### src/rtl/assert_macros.svh
// Assertion macros used by the RTL of the LCS length block.
`ifndef ASSERT_MACROS_SVH
`define ASSERT_MACROS_SVH

// Property that must hold at every clock edge outside reset.
`define LCSL_ASSERT(label, prop, msg) \
  label: assert property (@(posedge clk) disable iff (!rst_n) (prop)) else $error(msg);

// Consequent must hold in the same cycle as the antecedent.
`define LCSL_ASSERT_SAME(label, ante, cons, msg) \
  label: assert property (@(posedge clk) disable iff (!rst_n) (ante) |-> (cons)) \
    else $error(msg);

// Consequent must hold in the cycle after the antecedent.
`define LCSL_ASSERT_NEXT(label, ante, cons, msg) \
  label: assert property (@(posedge clk) disable iff (!rst_n) (ante) |=> (cons)) \
    else $error(msg);

`endif

### src/rtl/lcsl_pkg.sv
// Package with the constants, word types and control types of the LCS length block.
`default_nettype none

package lcsl_pkg;

  localparam int MAX_LEN    = 512;
  localparam int VALUE_BITS = 16;
  localparam int IDX_W      = $clog2(MAX_LEN);
  localparam int CNT_W      = $clog2(MAX_LEN + 1);

  localparam logic [1:0] CMD_APPEND_A = 2'd0;
  localparam logic [1:0] CMD_APPEND_B = 2'd1;
  localparam logic [1:0] CMD_COMPUTE  = 2'd2;

  typedef struct packed {
    logic [1:0]  cmd;
    logic [15:0] value;
  } in_word_t;

  typedef struct packed {
    logic [9:0] match_count;
    logic       overflow;
  } out_word_t;

  typedef enum logic [2:0] {
    ST_IDLE,
    ST_LOAD_A,
    ST_CELLS,
    ST_ROW_END,
    ST_FINISH
  } lcsl_state_t;

  typedef struct packed {
    logic             row_start;
    logic             first_row;
    logic             issue;
    logic [IDX_W-1:0] rd_idx;
  } cell_ctrl_t;

endpackage

`default_nettype wire

### src/rtl/lcsl_ctrl.sv
// Sequencer that walks the dynamic program row by row and column by column.
`default_nettype none

module lcsl_ctrl (
  input  wire logic                        clk,
  input  wire logic                        rst_n,
  input  wire logic                        start,
  input  wire logic [lcsl_pkg::CNT_W-1:0]  len_a,
  input  wire logic [lcsl_pkg::CNT_W-1:0]  len_b,
  output lcsl_pkg::cell_ctrl_t             ctrl,
  output logic                             a_rd_en,
  output logic      [lcsl_pkg::IDX_W-1:0]  a_rd_idx,
  output logic                             busy,
  output logic                             done
);

  lcsl_pkg::lcsl_state_t        state_r, state_nxt;
  logic [lcsl_pkg::IDX_W-1:0]   row_r, row_nxt;
  logic [lcsl_pkg::IDX_W-1:0]   col_r, col_nxt;
  logic                         first_row_r, first_row_nxt;
  logic                         last_col;
  logic                         last_row;

  assign last_col = (lcsl_pkg::CNT_W'(col_r) + lcsl_pkg::CNT_W'(1)) == len_b;
  assign last_row = (lcsl_pkg::CNT_W'(row_r) + lcsl_pkg::CNT_W'(1)) == len_a;

  always_comb begin
    state_nxt = state_r;
    unique case (state_r)
      lcsl_pkg::ST_IDLE: begin
        if (start) state_nxt = lcsl_pkg::ST_LOAD_A;
      end
      lcsl_pkg::ST_LOAD_A: begin
        state_nxt = lcsl_pkg::ST_CELLS;
      end
      lcsl_pkg::ST_CELLS: begin
        if (last_col) state_nxt = lcsl_pkg::ST_ROW_END;
      end
      lcsl_pkg::ST_ROW_END: begin
        state_nxt = last_row ? lcsl_pkg::ST_FINISH : lcsl_pkg::ST_LOAD_A;
      end
      lcsl_pkg::ST_FINISH: begin
        state_nxt = lcsl_pkg::ST_IDLE;
      end
      default: begin
        state_nxt = lcsl_pkg::ST_IDLE;
      end
    endcase
  end

  always_comb begin
    row_nxt       = row_r;
    col_nxt       = col_r;
    first_row_nxt = first_row_r;
    if (state_r == lcsl_pkg::ST_IDLE && start) begin
      row_nxt       = '0;
      first_row_nxt = 1'b1;
    end
    if (state_r == lcsl_pkg::ST_LOAD_A) begin
      col_nxt = '0;
    end
    if (state_r == lcsl_pkg::ST_CELLS) begin
      col_nxt = col_r + lcsl_pkg::IDX_W'(1);
    end
    if (state_r == lcsl_pkg::ST_ROW_END) begin
      first_row_nxt = 1'b0;
      if (!last_row) row_nxt = row_r + lcsl_pkg::IDX_W'(1);
    end
  end

  always_comb begin
    ctrl.row_start = (state_r == lcsl_pkg::ST_LOAD_A);
    ctrl.first_row = first_row_r;
    ctrl.issue     = (state_r == lcsl_pkg::ST_CELLS);
    ctrl.rd_idx    = col_r;
    a_rd_en        = (state_r == lcsl_pkg::ST_LOAD_A);
    a_rd_idx       = row_r;
    busy           = (state_r != lcsl_pkg::ST_IDLE);
    done           = (state_r == lcsl_pkg::ST_FINISH);
  end

  always_ff @(posedge clk) begin
    if (!rst_n) begin
      state_r <= lcsl_pkg::ST_IDLE;
    end else begin
      state_r <= state_nxt;
    end
  end

  always_ff @(posedge clk) begin
    row_r       <= row_nxt;
    col_r       <= col_nxt;
    first_row_r <= first_row_nxt;
  end

endmodule

`default_nettype wire

### config.mk
export PLATFORM = sky130hd
export DESIGN_NAME = lcsl_ctrl
export DESIGN_NICKNAME = d
export VERILOG_FILES = /design/src/rtl/assert_macros.svh /design/src/rtl/lcsl_pkg.sv /design/src/rtl/lcsl_ctrl.sv
export SDC_FILE = /design/constraint.sdc
export NUM_CORES = 1
export LEC_CHECK = 0
export BUFFER_PORTS_ARGS = -buffer_cell sky130_fd_sc_hd__buf_2
export CORE_UTILIZATION = 47
export CTS_CLUSTER_DIAMETER = 150
export DETAILED_ROUTE_END_ITERATION = 8
export MAX_ROUTING_LAYER = met4
export PLACE_DENSITY_LB_ADDON = 0.25
export SLEW_MARGIN = 25
export SYNTH_ARGS = -nofsm -noshare
export SYNTH_HDL_FRONTEND = slang
export SYNTH_SLANG_ARGS = --single-unit
### constraint.sdc
create_clock -name clk -period 4.9 [get_ports clk]
set_input_delay 0.245 -clock clk [delete_from_list [all_inputs] [get_ports clk]]
set_output_delay 0.245 -clock clk [all_outputs]
set_load 0.1 [all_outputs]
==> metrics.md, run 1 <==
| Metric | Value |
|---|---|
| Status | `finished, final reports clean` |
| Largest family of logic cells by synthesized area | `simple AND/OR/NAND/NOR gates` |
| Post-synth EDFFs | `9` |
| Fmax | `around 370 MHz` |
| Design Power | `between 0.5 and 0.6 mW` |
| GRT Total Usage | `20.60%` |
| Worst EP required | `5.05 ns` |
| CTS H-tree depth | `1` |
| CP endpoint kind | `flip-flop` |
| Unrepaired setup endpoints after global routing | `false` |
| Antenna Cells | `0` |
| Compound-Gate Fraction of Synth Area | `14.21%` |
| Layout fillers | `329` |
| Row cnt | `21` |
| Slowest stage delay, CP | `between 0.4 and 0.5 ns` |
| Fin crit share | `a little over half` |
| Slew margin rel. | `68.31%` |
| Root buf cell | `clkbuf_8` |
| Cts bufs inserted | `3` |
| Worst-path maximum fanout | `16` |
| Top post-synthesis cells by count | `nor2_1, nand2_1, dfxtp_1, xor2_1, nand3_1` |
| CP Cell Sequence | `ha_1 -> nand2_1 -> nor4_1 -> nor4_4 -> and4b_4 -> a21oi_4 -> nor2_4 -> a221o_1` |
| Final Hold Viols | `0` |
| Mux contribution to synthesized area | `1.795%` |
| Crit path time final | `about 2.7 ns` |
| CTS tree | `yes` |
| Placed instance area | `1921 µm²` |
| 1st-pass router iterations | `4` |
| Mapped cell area | `roughly 1700 µm²` |
| Tightest Pin Transition | `0.4748 ns` |
| Synth Area in XOR/XNOR | `14.21%` |
| Count of cell types in the netlist | `58` |
| Min-Delay Path Class | `in2reg` |
| Synth area leader | `edfxtp_1` |
| Hold-fix buffers at CTS | `0` |
| Most frequent cell after synthesis | `nor2_1` |
| Gpl congestion | `0.8371` |
| Vias per Instance | `5.433` |
| Cell count after placement | `between 200 and 300` |
| CTS Buffer Depth | `2` |
| Final WL | `3668 µm` |
| Core footprint | `~3400 µm²` |
| CTS resizes | `0` |
| PD cells | `282.2 nW/µm²` |
| # setup viols final | `0` |
| Simple-gate portion of the synthesized area | `30.08%` |
| Area of the die | `slightly below 4000 µm²` |
| CTS sink count | `22` |
| CP Launch Point | `a_rd_idx[0]$_DFF_P_` |
| Syn_nets | `223` |
| Final hold slack | `0.2775 ns` |
| Ports | `between 40 and 50` |
| Adder-Cell Fraction of Synth Area | `1.436%` |
| Port bufs | `46` |
| Final setup skew | `0.009249 ns` |
| HPWL Detailed | `2836 µm` |
| Post-Layout Cell Count | `282` |
| Number of setup buffers added after CTS | `0` |
| Cells after synthesis | `198` |
| Final routed DRC violation total | `0` |
| Critical Path AT | `~2.8 ns` |
| Worst-Skew Late Latency | `between 0.2 and 0.3 ns` |
| Yosys warnings | `0` |
| Top cells by area, synth | `edfxtp_1, dfxtp_1, xor2_1` |
| Initial antenna violation count | `0` |
| Top cell type's share of synthesized area | `15.51%` |
| GR Overflow Total | `0` |
| WL/cell | `13.01 µm` |
| Seq/Total Area, Yosys | `30.44%` |
| First-pass GRT wire length | `6368 µm` |
| Critical path class | `reg2reg` |
| Main flop type after synthesis | `dfxtp_1` |
| Startpoint Class | `flip-flop` |
| Hold Startpoint | `rst_n` |
| Antenna-violating nets left | `0` |
| DRT iter0 DRCs | `around 100` |
| Pleak | `approximately 0.83 nW` |
| Worst VDD drop | `approximately 0.18 mV` |
| Initial Util | `50.64%` |
| DR vias | `around 1500` |
| Avg Inst Size Synth | `8.803 µm²` |
| Synth Register Bits | `22` |
| CP max stage cell | `dfxtp_1` |
| Chip height | `62.90 µm` |
| Die X | `62.90 µm` |
| Maxcap violations | `0` |
| NumNets Final | `262` |
| Worst reg2reg path startpoint | `a_rd_idx[0]$_DFF_P_` |
| Layout area overhead | `12.78%` |
| Largest net degree at the start of global routing | `17` |
| Max-slew violation count | `0` |
| Vias in the first global route | `1345` |
| CTS clk-pin slew, worst paths | `0.08 ns` |
| Fraction of layout instances using a drive strength above 1 | `27.12%` |
| Post-layout instance area | `1966 µm²` |
| Post-synth ARST share | `0%` |
| Setup TNS | `0 ns` |
-- routing by layer --
metal,track usage [%],vias up,wire [µm]
met2,28.49,37,1555
met1,31.67,694,1966
met4,2.616,0,18
met3,3.285,2,127
met5,-,-,0
li1,-,799,-
-- layout by cell type (no fill, tap or decap), types with 3 or more instances in the layout --
cell type | netlist | final
nand3_1 | 12 | 12
nor3_1 | 8 | 8
buf_2 | 1 | 46
edfxtp_1 | 9 | 9
nand2_1 | 17 | 17
inv_1 | 7 | 7
xor2_1 | 13 | 13
and3_1 | 4 | 4
nor2b_1 | 3 | 3
o21ai_0 | 8 | 8
clkbuf_8 | 1 | 3
a21oi_1 | 7 | 7
xnor2_1 | 10 | 10
nor2_1 | 19 | 19
nand4_1 | 4 | 4
a221o_1 | 3 | 3
dfxtp_1 | 13 | 13
nor4_1 | 4 | 4
or3_1 | 3 | 3
-- logic make-up after synthesis --
| group | count (synthesis) |
|---|---|
| compound gates | 34 |
| xor+xnor | 25 |
| fa+ha+maj | 2 |
| buf+inv | 19 |
| flops | 22 |
| mux | 3 |
| simple gates | 93 |
-- sequential cells by signal, indices dropped and copies added (netlist names) --
signal,cells
col_r,9
a_rd_idx,9
first_row_r,1
state_r,3
-- power by group --
group | total, mW | switching [mW] | internal, mW
logic | 0.213 | 0.162 | 0.0515
clock network | 0.114 | 0.0565 | 0.0579
registers | 0.227 | 0.0198 | 0.207
total | 0.555 | 0.238 | 0.316
-- metrics by stage --
| step | setup WS (ns) | util (%) |
|---|---|---|
| floorplan | 1.499 | - |
| global placement | 2.291 | 55.80 |
| detailed placement | 2.230 | 55.80 |
| CTS | 2.224 | 57.11 |
| finish | 2.231 | 57.11 |
| global route | 2.007 | 57.11 |
-- final timing paths --
kind	depth (start not counted)	slack, ns	to
setup / recovery	8	2.23	a_rd_idx[4]$_DFF_P_
hold / removal	3	0.28	state_r[1]$_SDFFE_PN0P_
setup reg to reg	8	2.23	a_rd_idx[4]$_DFF_P_
hold reg to reg	2	0.50	first_row_r$_SDFFE_PN0P_
-- final cells by class --
| cell class | instances | area, µm² | share of cell area (%) |
|---|---|---|---|
| flip-flops and latches | 22 | 530.5 | 26.99 |
| multi-input cells | 157 | 1076 | 54.74 |
| well taps | 46 | 57.56 | 2.928 |
| repair buffers | 46 | 230.2 | 11.71 |
| inverters | 7 | 26.28 | 1.337 |
| clock buffers | 4 | 45.04 | 2.292 |
-- worst max-delay path: cells and delay by family, from the launching register on --
kind | cells | cell delay (ns)
AND/OR/NAND/NOR | 5 | 0.99
AO/OA/AOI/OAI | 2 | 0.72
flip-flops | 1 | 0.45
adder cells (fa/ha/maj) | 1 | 0.38
Note: power is estimated with default switching activity, not from simulation.
==> inputs of run 2 (changes only) <==
Clock period 4.9 ns to 2.29 ns, I/O delays scaled along.
==> run 2 against run 1 <==
- flip-flop and latch count unchanged
- combinational power increased by 130%
- sequential power increased by 110%
- power increased by 120%
- first-iteration DRC count decreased by 8.1%
- utilization increased by 6.7 points
- clock power increased by 110%
- clock skew decreased by 0.0082 ns
- hold slack got worse by 0.13 ns
- routed wire length increased by 10%
- count of clock-buffer cells in the layout unchanged
- highest routed layer unchanged
==> metrics.md, run 2 (synthesis results as in run 1) <==
| Metric | Value |
|---|---|
| Critical path class | `reg2reg (unchanged)` |
| Port bufs | `46 (unchanged)` |
| Largest net degree at the start of global routing | `15 (was 17)` |
| Final setup skew | `0.001024 ns (was 0.009249 ns)` |
| Layout area overhead | `25.99% (was 12.78%)` |
| GR Overflow Total | `0 (unchanged)` |
| Final Worst Setup Slack | `0.03721 ns (was 2.231 ns)` |
| DRT iter0 DRCs | `91 (was 99)` |
| WL/cell | `13.60 µm (was 13.01 µm)` |
| CTS clk-pin slew, worst paths | `0.08 ns (about the same)` |
| Critical Path AT | `2.40 ns (was 2.81 ns)` |
| Worst-Skew Late Latency | `0.25 ns (was 0.26 ns)` |
| Most common cell after layout, fill and taps aside | `buf_2 (unchanged)` |
| NumNets Final | `278 (was 262)` |
| Ports | `47 (unchanged)` |
| Cell count after placement | `286 (was 278)` |
| CTS Buffer Depth | `2 (unchanged)` |
| CP max stage cell | `dfxtp_4 (was dfxtp_1)` |
| Chip height | `62.90 µm (unchanged)` |
| CTS H-tree depth | `1 (unchanged)` |
| Slowest stage delay, CP | `0.37 ns (was 0.45 ns)` |
| Initial Util | `50.64% (unchanged)` |
| Hold-fix buffers at CTS | `0 (unchanged)` |
| CP Cell Sequence | `ha_4 -> buf_4 -> and3b_2 -> o32ai_2 -> and4b_4 -> a21oi_4 -> nor2_4 -> a221o_1 (was ha_1 -> nand2_1 -> nor4_1 -> nor4_4 -> and4b_4 -> a21oi_4 -> nor2_4 -> a221o_1)` |
| Vias per Instance | `5.564 (was 5.433)` |
| Commonest cells after routing, fill and taps aside | `buf_2, nor2_1, nand2_1 (unchanged)` |
| Startpoint Class | `flip-flop (unchanged)` |
| Fin util | `63.80% (was 57.11%)` |
| Final Hold Viols | `0 (unchanged)` |
| Core footprint | `3442 µm² (unchanged)` |
| First-pass GRT wire length | `6417 µm (was 6368 µm)` |
| Cts bufs inserted | `3 (unchanged)` |
| Pleak | `0.9177 nW (was 0.8313 nW)` |
| Initial antenna violation count | `0 (unchanged)` |
| Placed instance area | `2046 µm² (was 1921 µm²)` |
| Layout fillers | `301 (was 329)` |
| PD cells | `554.3 nW/µm² (was 282.2 nW/µm²)` |
| GRT Total Usage | `20.38% (was 20.60%)` |
| Antenna-violating nets left | `0 (unchanged)` |
| Worst VDD drop | `0.3479 mV (was 0.1803 mV)` |
| Gpl congestion | `0.8692 (was 0.8371)` |
| Final WL | `4053 µm (was 3668 µm)` |
| Die X | `62.90 µm (unchanged)` |
| Antenna Cells | `0 (unchanged)` |
| HPWL Detailed | `2915 µm (was 2836 µm)` |
| Worst-path maximum fanout | `7 (was 16)` |
| 1st-pass router iterations | `4 (unchanged)` |
| DR vias | `1658 (was 1532)` |
| Min-Delay Path Class | `in2reg (unchanged)` |
| Root buf cell | `clkbuf_8 (unchanged)` |
| Vias in the first global route | `1439 (was 1345)` |
| Status | `finished, final reports clean (unchanged)` |
| Row cnt | `21 (unchanged)` |
| Crit path time final | `2.253 ns (was 2.669 ns)` |
| CTS tree | `yes (unchanged)` |
| Maxcap violations | `0 (unchanged)` |
| CTS sink count | `22 (unchanged)` |
| Fraction of layout instances using a drive strength above 1 | `38.89% (was 27.12%)` |
| Post-Layout Cell Count | `298 (was 282)` |
| # setup viols final | `0 (unchanged)` |
| CP endpoint kind | `flip-flop (unchanged)` |
| Post-layout instance area | `2196 µm² (was 1966 µm²)` |
| Fmax | `443.9 MHz (was 374.7 MHz)` |
| Fin crit share | `98.38% (was 54.47%)` |
| Final routed DRC violation total | `0 (unchanged)` |
| Worst EP required | `2.43 ns (was 5.05 ns)` |
| Max-slew violation count | `0 (unchanged)` |
| Slew margin rel. | `67.76% (was 68.31%)` |
| Tightest Pin Transition | `0.4869 ns (was 0.4748 ns)` |
| Final hold slack | `0.1426 ns (was 0.2775 ns)` |
| Area of the die | `3956 µm² (unchanged)` |
| Pre-CTS setup slack | `-0.05597 ns (was 2.230 ns)` |
==> run 2: cell types whose count changed in the layout (fill, tap and decap cells not counted), moves of 2 or more <==
cell	previous run	this run
dfxtp_4	0	7
nand3_2	0	2
buf_4	0	15
o21ai_0	8	6
nand3_1	12	10
o21ai_1	0	2
dfxtp_1	13	5
nor3_1	8	6
==> run 2: area by class of cell <==
cell class,instances,area (µm²),share of cell area [%]
inverters,7,26.28,1.197
well taps,46,57.56,2.621
clock buffers,4,45.04,2.051
multi-input cells,158,1166,53.11
flip-flops and latches,22,558.0,25.41
repair buffers,61,342.8,15.61
==> run 2: worst max-delay path: cells and delay by family, from the launching register on <==
kind / cells / cell delay (ns)
AO/OA/AOI/OAI: 3 / 0.85
adder cells (fa/ha/maj): 1 / 0.18
buffers and inverters: 1 / 0.15
flip-flops: 1 / 0.37
AND/OR/NAND/NOR: 3 / 0.57
==> run 2: final timing paths <==
kind | startpoint | end | slack, ns | cells past startpoint
max | a_rd_idx[0]$_DFF_P_ | a_rd_idx[2]$_DFF_P_ | 0.04 | 8
min | rst_n | state_r[1]$_SDFFE_PN0P_ | 0.14 | 3
max reg2reg | a_rd_idx[0]$_DFF_P_ | a_rd_idx[2]$_DFF_P_ | 0.04 | 8
min reg2reg | first_row_r$_SDFFE_PN0P_ | first_row_r$_SDFFE_PN0P_ | 0.51 | 2
==> run 2: routing by layer <==
metal / wire [µm] / GRT usage, % / part of all wire, % / up-vias
met5: 0 / - / 0 / -
met4: 23 / 4.651 / 0.57 / 0
met3: 182 / 2.190 / 4.5 / 4
met2: 1853 / 30.78 / 46 / 44
met1: 1993 / 28.96 / 49 / 787
li1: - / - / - / 823
==> run 2: timing repair <==
action / CTS / global route
pin swaps: 2 / 6
setup buffers: 2 / 5
cloned: 0 / 1
resized for setup: 0 / 9
setup endpoints to repair: 4 / 6
==> run 2: per-stage QoR <==
stage                     setup TNS (ns)  total power, mW
final                                  0            1.217
after global routing            -0.01397            1.271
after CTS                              0            1.210
after detailed placement         -0.1354           0.9635
after global placement          -0.05130           0.9613
after floorplan                  -0.6653           0.8800
==> run 2: where the power goes <==
part	internal, mW	switching (mW)
Clock	0.124	0.121
Sequential	0.437	0.0377
Combinational	0.134	0.364
